$ cat src/hw/rtl/vcpp_pkg.sv
// Package for the VPN control packet parser: payload types, event codes,
// field select codes and header layout constants. Depends on nothing.

package vcpp_pkg;

  localparam int POS_W         = 17;
  localparam int HDR_W         = 11;
  localparam int MIN_LENGTH    = 14;
  localparam int KEY_BITS      = 3;
  localparam int KEY_MASK      = 'h07;
  localparam int SESSION_BYTES = 8;
  localparam int ID_BYTES      = 4;
  localparam int LOCAL_START   = 3;
  localparam int ACK_COUNT_POS = LOCAL_START + SESSION_BYTES;
  localparam int ACKS_BASE     = ACK_COUNT_POS + 1;

  typedef enum logic [2:0] {
    EV_HEADER   = 3'd0,
    EV_ACK_DONE = 3'd1,
    EV_HDR_DONE = 3'd2,
    EV_PAYLOAD  = 3'd3,
    EV_REJECT   = 3'd4,
    EV_SKIP     = 3'd5,
    EV_TRUNC    = 3'd6
  } event_t;

  typedef enum logic [3:0] {
    FLD_NONE,
    FLD_LEN_HI,
    FLD_LEN_LO,
    FLD_OPKEY,
    FLD_LOCAL,
    FLD_ACK_COUNT,
    FLD_ACK,
    FLD_REMOTE,
    FLD_MSG_ID
  } field_sel_t;

  typedef struct packed {
    event_t     ev;
    logic       last;
    field_sel_t sel;
    logic       reject;
  } vcpp_ctl_t;

  typedef struct packed {
    logic [7:0] data_byte;
    logic       restart;
  } vcpp_in_t;

  typedef struct packed {
    event_t      event_res;
    logic [15:0] packet_length;
    logic [4:0]  opcode;
    logic [2:0]  key_id;
    logic [63:0] local_session_id;
    logic [7:0]  ack_count;
    logic [31:0] ack_id;
    logic [63:0] remote_session_id;
    logic [31:0] message_packet_id;
    logic [7:0]  payload_byte;
    logic        last;
  } vcpp_out_t;

endpackage

$ cat src/hw/rtl/vcpp_in_if.sv
// Input channel of the packet parser: valid, ready and one input word.
// Depends on vcpp_pkg.

interface vcpp_in_if import vcpp_pkg::*; ();
  logic     valid;
  logic     ready;
  vcpp_in_t data;

  modport source (output valid, output data, input ready);
  modport sink (input valid, input data, output ready);
endinterface

$ cat src/hw/rtl/vcpp_out_if.sv
// Result channel of the packet parser: valid, ready and one result word.
// Depends on vcpp_pkg.

interface vcpp_out_if import vcpp_pkg::*; ();
  logic      valid;
  logic      ready;
  vcpp_out_t data;

  modport source (output valid, output data, input ready);
  modport sink (input valid, input data, output ready);
endinterface

$ cat src/hw/rtl/vcpp_decode.sv
// Position decoder: maps the byte position, the header registers and the input byte to the
// event, end-of-packet flag, reject flag and field to update. Depends on vcpp_pkg.

module vcpp_decode import vcpp_pkg::*; (
  input  logic [POS_W-1:0] pos,
  input  logic [15:0]      length_reg,
  input  logic [7:0]       ack_count_reg,
  input  logic             rejected_flag,
  input  logic [7:0]       data_byte,
  output vcpp_ctl_t        ctl
);

  logic [15:0]      len_lo;
  logic [HDR_W-1:0] acks_end;
  logic [HDR_W-1:0] remote_end;
  logic [HDR_W-1:0] hdr_end;
  logic [POS_W-1:0] acks_end_x;
  logic [POS_W-1:0] remote_end_x;
  logic [POS_W-1:0] hdr_end_x;
  logic [POS_W-1:0] end_pos;

  assign len_lo       = {length_reg[15:8], data_byte};
  assign acks_end     = HDR_W'(ACKS_BASE) + {1'b0, ack_count_reg, 2'b00};
  assign remote_end   = acks_end + ((ack_count_reg != 8'd0) ? HDR_W'(SESSION_BYTES) : '0);
  assign hdr_end      = remote_end + HDR_W'(ID_BYTES);
  assign acks_end_x   = POS_W'(acks_end);
  assign remote_end_x = POS_W'(remote_end);
  assign hdr_end_x    = POS_W'(hdr_end);
  assign end_pos      = {1'b0, length_reg} + POS_W'(1);

  always_comb begin
    ctl.ev     = EV_HEADER;
    ctl.last   = 1'b0;
    ctl.sel    = FLD_NONE;
    ctl.reject = 1'b0;
    if (pos == '0) begin
      ctl.sel = FLD_LEN_HI;
    end else if (pos == POS_W'(1)) begin
      ctl.sel  = FLD_LEN_LO;
      ctl.last = (len_lo == 16'd0);
      if (len_lo < 16'(MIN_LENGTH)) begin
        ctl.reject = 1'b1;
        ctl.ev     = EV_REJECT;
      end
    end else begin
      ctl.last = (pos == end_pos);
      if (rejected_flag) begin
        ctl.ev = EV_SKIP;
      end else begin
        priority if (pos == POS_W'(2)) begin
          ctl.sel = FLD_OPKEY;
        end else if (pos < POS_W'(ACK_COUNT_POS)) begin
          ctl.sel = FLD_LOCAL;
        end else if (pos == POS_W'(ACK_COUNT_POS)) begin
          ctl.sel = FLD_ACK_COUNT;
        end else if (pos < acks_end_x) begin
          ctl.sel = FLD_ACK;
          if (pos[1:0] == 2'b11) begin
            ctl.ev = EV_ACK_DONE;
          end
        end else if (pos < remote_end_x) begin
          ctl.sel = FLD_REMOTE;
        end else if (pos < hdr_end_x) begin
          ctl.sel = FLD_MSG_ID;
          if (pos == hdr_end_x - POS_W'(1)) begin
            ctl.ev = EV_HDR_DONE;
          end
        end else begin
          ctl.ev = EV_PAYLOAD;
        end
        if (ctl.last && (pos + POS_W'(1) < hdr_end_x)) begin
          ctl.ev = EV_TRUNC;
        end
      end
    end
  end

endmodule

$ cat src/hw/rtl/vpn_control_packet_parser_unit.sv
// Top level of the VPN control packet parser: field registers, byte position
// and the result register. Depends on vcpp_pkg, vcpp_in_if, vcpp_out_if, vcpp_decode.
//
//   channel   role    word         contents
//   bytes     sink    vcpp_in_t    one stream byte and the restart flag
//   events    source  vcpp_out_t   event code, header fields, payload byte, last
//
// Every byte yields one result word, registered in the cycle after it is accepted.
// A new byte is accepted every cycle unless a stalled result fills the result register.
// Reset clears the byte position, the rejected flag and the result valid flag.
// A stalled result blocks input only while the result register is full.

module vpn_control_packet_parser_unit import vcpp_pkg::*; (
  input logic        clk,
  input logic        rst,
  vcpp_in_if.sink    bytes,
  vcpp_out_if.source events
);

  logic [POS_W-1:0] byte_position;
  logic [POS_W-1:0] pos;
  logic [15:0]      length_reg;
  logic [4:0]       opcode_reg;
  logic [2:0]       key_reg;
  logic [63:0]      local_session_reg;
  logic [7:0]       ack_count_reg;
  logic [31:0]      ack_shift_reg;
  logic [63:0]      remote_session_reg;
  logic [31:0]      message_id_reg;
  logic             rejected_flag;
  logic             out_valid;
  event_t           event_reg;
  logic [7:0]       payload_reg;
  logic             last_reg;
  logic             accept;
  logic [7:0]       b;
  vcpp_ctl_t        ctl;

  assign b      = bytes.data.data_byte;
  assign pos    = bytes.data.restart ? '0 : byte_position;
  assign accept = bytes.valid && bytes.ready;

  assign bytes.ready = !out_valid || events.ready;

  vcpp_decode u_decode (
    .pos           (pos),
    .length_reg    (length_reg),
    .ack_count_reg (ack_count_reg),
    .rejected_flag (rejected_flag),
    .data_byte     (b),
    .ctl           (ctl)
  );

  always_ff @(posedge clk) begin
    if (rst) begin
      byte_position <= '0;
      rejected_flag <= 1'b0;
      out_valid     <= 1'b0;
    end else begin
      if (accept) begin
        out_valid     <= 1'b1;
        byte_position <= ctl.last ? '0 : pos + POS_W'(1);
        if (ctl.sel == FLD_LEN_HI) begin
          rejected_flag <= 1'b0;
        end else if (ctl.sel == FLD_LEN_LO) begin
          rejected_flag <= ctl.reject;
        end
      end else if (events.ready) begin
        out_valid <= 1'b0;
      end
    end
  end

  always_ff @(posedge clk) begin
    if (accept) begin
      event_reg   <= ctl.ev;
      last_reg    <= ctl.last;
      payload_reg <= (ctl.ev == EV_PAYLOAD) ? b : 8'd0;
      unique case (ctl.sel)
        FLD_LEN_HI: begin
          length_reg         <= {b, 8'd0};
          opcode_reg         <= '0;
          key_reg            <= '0;
          local_session_reg  <= '0;
          ack_count_reg      <= '0;
          ack_shift_reg      <= '0;
          remote_session_reg <= '0;
          message_id_reg     <= '0;
        end
        FLD_LEN_LO:    length_reg         <= {length_reg[15:8], b};
        FLD_OPKEY: begin
          opcode_reg <= b[7:KEY_BITS];
          key_reg    <= b[KEY_BITS-1:0] & 3'(KEY_MASK);
        end
        FLD_LOCAL:     local_session_reg  <= {local_session_reg[55:0], b};
        FLD_ACK_COUNT: ack_count_reg      <= b;
        FLD_ACK:       ack_shift_reg      <= {ack_shift_reg[23:0], b};
        FLD_REMOTE:    remote_session_reg <= {remote_session_reg[55:0], b};
        FLD_MSG_ID:    message_id_reg     <= {message_id_reg[23:0], b};
        default: begin
        end
      endcase
    end
  end

  assign events.valid                  = out_valid;
  assign events.data.event_res         = event_reg;
  assign events.data.packet_length     = length_reg;
  assign events.data.opcode            = opcode_reg;
  assign events.data.key_id            = key_reg;
  assign events.data.local_session_id  = local_session_reg;
  assign events.data.ack_count         = ack_count_reg;
  assign events.data.ack_id            = ack_shift_reg;
  assign events.data.remote_session_id = remote_session_reg;
  assign events.data.message_packet_id = message_id_reg;
  assign events.data.payload_byte      = payload_reg;
  assign events.data.last              = last_reg;

  a_payload_zero: assert property (@(posedge clk) disable iff (rst)
    (out_valid && event_reg != EV_PAYLOAD) |-> payload_reg == 8'd0)
    else $error("payload byte nonzero outside a payload event");

  a_last_restarts: assert property (@(posedge clk) disable iff (rst)
    (out_valid && last_reg) |-> byte_position == '0)
    else $error("position not cleared after the last byte of a packet");

  a_accept_gives_result: assert property (@(posedge clk) disable iff (rst)
    accept |=> out_valid)
    else $error("accepted byte produced no result");

  a_skip_only_rejected: assert property (@(posedge clk) disable iff (rst)
    (accept && ctl.ev == EV_SKIP) |-> rejected_flag)
    else $error("skip event on a packet that was not rejected");

endmodule

$ cat src/flat_wrapper.sv
// flat-port wrapper written by rule: the top's interface ports become plain ports
module vpn_control_packet_parser_unit_flat import vcpp_pkg::*;
  (clk, rst, bytes_valid, bytes_data, bytes_ready, events_valid, events_data, events_ready);
  vcpp_in_if bytes_i ();
  vcpp_out_if events_i ();
  input logic clk;
  input logic rst;
  input wire logic [$bits(bytes_i.valid)-1:0] bytes_valid;
  input wire logic [$bits(bytes_i.data)-1:0] bytes_data;
  output wire logic [$bits(bytes_i.ready)-1:0] bytes_ready;
  output wire logic [$bits(events_i.valid)-1:0] events_valid;
  output wire logic [$bits(events_i.data)-1:0] events_data;
  input wire logic [$bits(events_i.ready)-1:0] events_ready;
  assign bytes_i.valid = bytes_valid;
  assign bytes_i.data = bytes_data;
  assign bytes_ready = bytes_i.ready;
  assign events_valid = events_i.valid;
  assign events_data = events_i.data;
  assign events_i.ready = events_ready;
  vpn_control_packet_parser_unit u_core (.clk(clk), .rst(rst), .bytes(bytes_i), .events(events_i));
endmodule
$ cat config.mk
export PLATFORM = sky130hd
export DESIGN_NAME = vpn_control_packet_parser_unit_flat
export DESIGN_NICKNAME = d
export VERILOG_FILES = /design/src/hw/rtl/vcpp_pkg.sv /design/src/hw/rtl/vcpp_in_if.sv /design/src/hw/rtl/vcpp_out_if.sv /design/src/hw/rtl/vcpp_decode.sv /design/src/hw/rtl/vpn_control_packet_parser_unit.sv /design/src/flat_wrapper.sv
export SDC_FILE = /design/constraint.sdc
export NUM_CORES = 1
export LEC_CHECK = 0
export ABC_AREA = 1
export BUFFER_PORTS_ARGS = -buffer_cell sky130_fd_sc_hd__buf_2
export CAP_MARGIN = 30
export CORE_AREA = 2 2 165 167
export CTS_BUF_LIST = sky130_fd_sc_hd__clkbuf_16
export CTS_CLUSTER_SIZE = 28
export DETAILED_ROUTE_END_ITERATION = 7
export DIE_AREA = 0 0 167 169
export HOLD_SLACK_MARGIN = 0.06
export PLACE_DENSITY = 0.82
export SLEW_MARGIN = 20
export SYNTH_ARGS = -nofsm -noshare
export SYNTH_HDL_FRONTEND = slang
export SYNTH_HIERARCHICAL = 1
export SYNTH_SLANG_ARGS = --single-unit
$ cat constraint.sdc
create_clock -name clk -period 7 [get_ports clk]
set_input_delay 1.4 -clock clk [delete_from_list [all_inputs] [get_ports clk]]
set_output_delay 1.4 -clock clk [all_outputs]
set_load 0.05 [all_outputs]
Yosys cells after proc, flatten, opt, wreduce, memory -nomap -nowiden
Cells that the tools add are included.
{"block": "word_totals", "mem_count": 0, "ram_bits": 0, "input_bits": 13, "ff_bits": 255, "elab_cells": 105, "out_inout_bits": 238, "latchBits": 0, "mem_bits_ro": 0}
{"block": "op_classes", "add_sub_neg": 6, "div": 0, "eq_ne": 15, "multipliers": 0, "shifts": 0, "mux": 39, "n_reduce_logical": 23, "n_lt_le_gt_ge": 6, "n_bitwise": 1}
{"cell": "case mux 64 bit (2 select lines)", "n": 2}
{"cell": "case mux 32 bit (2 select lines)", "n": 2}
{"cell": "less-than comparator 17 x 11 -> 1 bit", "n": 4}
{"cell": "2-to-1 mux 4 bit", "n": 10}
{"cell": "equality test 17 bit", "n": 2}
{"cell": "2-to-1 mux 17 bit", "n": 2}
{"cell": "case mux 16 bit (2 select lines)", "n": 1}
{"cell": "2-to-1 mux 3 bit", "n": 9}
{"cell": "adder 16 x 1 -> 17 bit, second input constant", "n": 1}
{"cell": "adder 17 x 1 -> 17 bit, second input constant", "n": 1}
{"cell": "equality test 17 x 1 -> 1 bit, second input constant", "n": 1}
{"cell": "equality test 17 x 2 -> 1 bit, second input constant", "n": 1}
{"cell": "equality test 17 x 4 -> 1 bit, second input constant", "n": 1}
{"cell": "zero test 17 bit", "n": 1}
{"cell": "less-than comparator 17 x 4 -> 1 bit, second input constant", "n": 1}
{"cell": "equality test 4 x 3 -> 1 bit, second input constant", "n": 4}
{"cell": "zero test 16 bit", "n": 1}
{"cell": "less-than comparator 16 x 4 -> 1 bit, second input constant", "n": 1}
{"cell": "case mux 8 bit (2 select lines)", "n": 1}
{"cell": "nonzero test 2 bit", "n": 8}
{"cell": "AND reduction 2 bit", "n": 7}
{"cell": "subtractor 11 x 1 -> 12 bit, second input constant", "n": 1}
{"cell": "adder 11 x 3 -> 11 bit, second input constant", "n": 1}
{"cell": "adder 11 x 4 -> 11 bit", "n": 1}
{"cell": "17 further kinds", "n": 26}

Logic depth before layout (Yosys ltp)
{"block": "logic_depth", "depth_word": 20, "mapped_depth": 29, "depth_no_buf": 29}

Hierarchy
Netlist, hierarchy kept.
{"mod": "vpn_control_packet_parser_unit", "area_each_um2": 10143.5, "cells_per_inst": 891, "seq_area_each_um2": 7467.2, "n_inst": 1}
{"mod": "vcpp_decode", "area_each_um2": 3165.5, "cells_per_inst": 573, "seq_area_each_um2": 0.0, "n_inst": 1}

Worst setup path after synthesis
No wires, ideal clock.
{"block": "synth_timing", "path_kind": "register -> register", "startpoint": "register u_core.ack_count_reg[0]", "endpoint": "register u_core.remote_session_reg[0], enable pin", "arrival_ns": 6.920, "path_buffers": 0, "t_required_ns": 6.493, "stages_incl_launch_ff": 27, "period_less_slack_ns": 7.427, "setup_time_ns": 0.507, "slack_ns": -0.427, "cell_sequence": "edfxtp_1 > inv_2 > ha_1 > nand2_2 > nor3_1 > nand4_1 > ha_1 > ha_1 > nand3_1 > inv_1 > nand3_1 > inv_1 > nand2_2 > nand2_2 > nand2_4 > ha_1 > o21ai_0 > nand2_1 > a21oi_1 > nand2_1 > nand2_1 > o21bai_2 > nor3_1 > or2_2 > nor2_1 > inv_1 > a21oi_1"}
{"element": "start, declared", "line": "vpn_control_packet_parser_unit.sv:26", "text": "logic [7:0] ack_count_reg;"}
{"element": "start signal, assigned", "line": "vpn_control_packet_parser_unit.sv:85", "text": "ack_count_reg <= '0;"}
{"element": "start signal, assigned", "line": "vpn_control_packet_parser_unit.sv:96", "text": "FLD_ACK_COUNT: ack_count_reg <= b;"}
{"element": "end signal, assigned", "line": "vpn_control_packet_parser_unit.sv:98", "text": "FLD_REMOTE: remote_session_reg <= {remote_session_reg[55:0], b};"}
{"element": "end, declared", "line": "vpn_control_packet_parser_unit.sv:28", "text": "logic [63:0] remote_session_reg;"}

==> results <==
- The run finished with clean final reports.
- Once detailed placement completed, the half-perimeter wirelength came to 24,980 um.
- The worst-case IR drop observed on VDD is 0.2268 mV.
- The destination of the worst hold path is u_core/byte_position[15].
- The CTS root buffer is clkbuf_16.
- The multiplexer share of the synthesized area is 0%.
- Summed over all nets, the switching power comes to 0.001238 W.
- In this run the critical register-to-register path is launched from u_core/ack_count_reg[0].
- The tightest slew margin relative to the limit is 42.86%.
- The full die area is between 0.02 and 0.03 mm2.
- The share of power burned in registers is 47.3%.
- The smallest clock period supported by the final layout is computed as 5.460 ns.
- In this run, placement finished with an instance count of 2,033.
- The number of I/O port buffers is between 200 and 300.
- By area the synthesized netlist is led by edfxtp_1, nor2_1, inv_1.
- The worst setup path is launched from a register.
- The worst hold path passes through 2 cells.
- At the later pin of the worst-skew pair, clock insertion delay measures around 0.55 ns.
- The number of clock buffers added by TritonCTS is 26.
- Internal power comes to 0.002638 W.
- With fillers left out, the area of the finished cells amounts to about 0.016 mm2.
- Buffers added to address setup during post-CTS repair amount to 0.
- The mean instance size in the synthesized netlist is 9.091 um2.
- The vertical die dimension is 169 um.
- After detailed routing, the number of remaining DRC violations is 0.
- The tightest min-delay check is of the register to register type.
- Counting along the longest clock path gives a buffer depth of 3.
- Dividing the detail-routed via count by the number of cells gives 5.138.
- The global placement routability congestion is 0.9095.
- The total routing resource utilization after global routing is 23.73%.
- The post-layout instance count excluding filler cells is 2,082.
- The count of endpoints failing hold in the final timing report was 0.
- Static timing analysis puts the maximum clock frequency at approximately 0.18 GHz.
- Max-cap violations in this run came to 0.
- The die boundary width is 167 um.
- The detail route stage leaves a number of antenna-violating nets equal to 0.
- Cells with a size suffix above 1 make up 22.92% of the layout.
- Of all cell types, the one taking the most synthesized area is edfxtp_1.
- The critical setup path kind is register to register.
- The post-synthesis adder-cell area fraction is 3.572%.
- After clock tree synthesis, the flow added hold-fix buffers numbering 0.
- The total core area is 0.02650 mm2.
- Setup repair after global routing left no endpoint under its margin.
- The synthesized netlist net count is 1,515.
- The peak fanout along the critical path is between 60 and 70.
- The pin slew with the least headroom to its limit is 0.8540 ns.
- The cell area that synthesis handed to floorplanning was 0.01331 mm2.
- The worst setup path is captured at a register.
- The number of antenna violations at the first check in global routing is 0.
- Counting the fill cells in the layout gives 2,225.
- The cell area after placement is ~0.015 mm2.
- The post-detailed-route wirelength per cell is 16.48 um.
- Counting flops and latches in the post-synthesis netlist gives 255.
- The instance count of the mapped netlist is 1,464.
- The clock-pin slew on the worst setup and hold paths is 0.07 ns.
- The area share of xor/xnor cells in the synthesized design is 1.250%.
- The overall overflow remaining after global route is 0.
- The area share of the largest cell type after synthesis is 53.25%.
- After synthesis, flip-flops and latches occupy 56.11% of the total area.
- The fraction of power consumed by the clock network is 33.7%.
- The number of cells on the worst reg-to-reg path is 25.
- The synthesized design contains 236 enable-type register cells.
- The slowest stage of the critical path is the edfxtp_1 cell.
- Clock skew on the completed layout was measured at 0.01702 ns.
- In the synthesized netlist the async set-or-reset flop fraction comes to 0%.
- The data required time at the worst endpoint is between 7 and 8 ns.
- The number of resized instances in the post-cts repair step is 0.
- In this run the core area contains 60 standard-cell rows.
- The effective utilization at floorplan is 50.22%.
- The wire length of the first global-routing pass is ~53,000 um.
- The count of warnings emitted by yosys is 6.
- For this block, the initial DRC count from the detailed router was 1,070.
- Among all flip-flop cells after synthesis, the most frequent one is edfxtp_1.
- The final layout contains 1,773 nets.
- The startpoint identified for the worst hold timing path is u_core/byte_position[15].
- The slack of the worst reg-to-reg path is 1.54 ns.
- The number of different library cells used by synthesis comes to 50.
- The arrival time of the worst setup path is 5.64 ns.
- CTS built an H-tree with a depth of 1.
- Cells fill between 50 and 60% of the core in the end.
- In this design, the critical path's most frequently occurring cell is ha_1.
- In the synthesized netlist, the cells that appear most often are nor2_1, inv_1, edfxtp_1.
- The overall via count from detail_route is between 10k and 15k.
- Counting every sink on the clock net gives 255.
- Summed over all layers, the routed wires come to around 34,000 um.
- The most frequently used cell type in the post-synthesis netlist is nor2_1.
- Setup violations remaining at the end of the flow were counted as 0.
- The diode insertion count for antenna repair is 0.
- The maximum number of pins on one net before global-route repair is 65.
- The number of I/O pins is between 200 and 300.
- Of the total power, combinational logic draws 19.0%.
- The clock tree from TritonCTS is built.
- The post-place setup slack is around 1.2 ns.
- The final period utilization is 78.00%.
- The worst register-to-register path ends at u_core/remote_session_reg[58].
- Summing the areas of all compound-gate instances in the mapped netlist gives 3.572% of the synthesized area.
- In this run the power density over the cells is 245.7 mW/mm2.
- Of the total power, the share spent switching nets is 31.95%.
- The final number of max-transition violations was 0.
- The dominant combinational cell family by area after synthesis is simple AND/OR/NAND/NOR gates.
- The setup slack of the critical path after layout is 1.540 ns.
- The analysis attributes to cell leakage a power of 7.392 nW.
- The area share of and/or/nand/nor cells after synthesis is 25.78%.
- The detailed-router iteration count before antenna repair is 6.
- The layout overhead on the synthesized area is 18.56%.
- The number of global-route vias before repair is around 10k.
- The maximum cell stage delay along the critical path is 0.51 ns.
-- layout make-up --
cell class / count / area [um2] / share of cell area, %
flip-flops and latches: 255 / 7467 / 47.32
multi-input cells: 877 / 4596 / 29.13
repair buffers: 261 / 1351 / 8.564
inverters: 301 / 1135 / 7.192
clock buffers: 26 / 650.6 / 4.123
well taps: 341 / 426.7 / 2.704
clock inverters: 21 / 152.6 / 0.9674
-- layer usage --
metal	global-route usage [%]	up-vias	wire [um]
met5	0	-	0
met4	8.283	0	1188
met3	4.396	71	2821
met2	39.43	486	16180
met1	31.44	4947	14130
li1	-	5193	-
-- placed cells by master (no fill, tap or decap), types with 24 or more instances in the layout --
cell / n
nand2_1: 200
clkbuf_16: 26
nand3_1: 75
edfxtp_1: 236
buf_2: 251
inv_1: 293
a21oi_1: 38
nor2_1: 320
ha_1: 38
nand2_2: 24
nand4_1: 29
-- stage by stage --
step	setup TNS (ns)	power, W	hold slack [ns]
global route	0	0.004021	0.4980
floorplan	-54.60	0.002420	0.4454
detailed placement	0	0.002597	0.4589
global placement	0	0.002584	0.4539
finish	0	0.003876	0.4691
CTS	0	0.003900	0.4690
-- worst max path at each step --
stage | startpoint | to | slack [ns] | depth (start not counted)
final | u_core/ack_count_reg[0] | u_core/remote_session_reg[58] | 1.54 | 25
after global placement | bytes_data[0] | u_core/message_id_reg[10] | 1.39 | 17
after floorplan | u_core/ack_count_reg[0] | u_core/remote_session_reg[0] | -0.43 | 26
after CTS | u_core/ack_count_reg[0] | u_core/message_id_reg[31] | 1.32 | 23
after detailed placement | bytes_data[0] | u_core/message_id_reg[9] | 1.25 | 17
after global routing | u_core/ack_count_reg[0] | u_core/remote_session_reg[48] | 1.09 | 25
-- critical path, delay by kind of cell (launching register included) --
kind / cells / cell delay, ns
AND/OR/NAND/NOR: 10 / 1.28
adder cells (fa/ha/maj): 4 / 1.15
buffers and inverters: 3 / 0.87
AO/OA/AOI/OAI: 7 / 0.86
flip-flops: 1 / 0.51
XOR/XNOR: 1 / 0.37
-- power by group through the flow --
stage	clock [W]	sequential [W]	combinational, W
5_1_grt	0.00139	0.00184	0.000787
3_3_place_gp	0	0.00186	0.000722
2_1_floorplan	0	0.00218	0.000236
4_1_cts	0.00133	0.00183	0.000733
6_report	0.00131	0.00183	0.000737
3_5_place_dp	0	0.00187	0.000731
-- cell families after synthesis --
group,count (synthesis)
buffers and inverters,332
xor gates and xnor gates,19
AOI/OAI and AO/OA,83
adders and majority gates,38
and+or+nand+nor,737
DFF,255
Power figures use the tool's default switching activity.
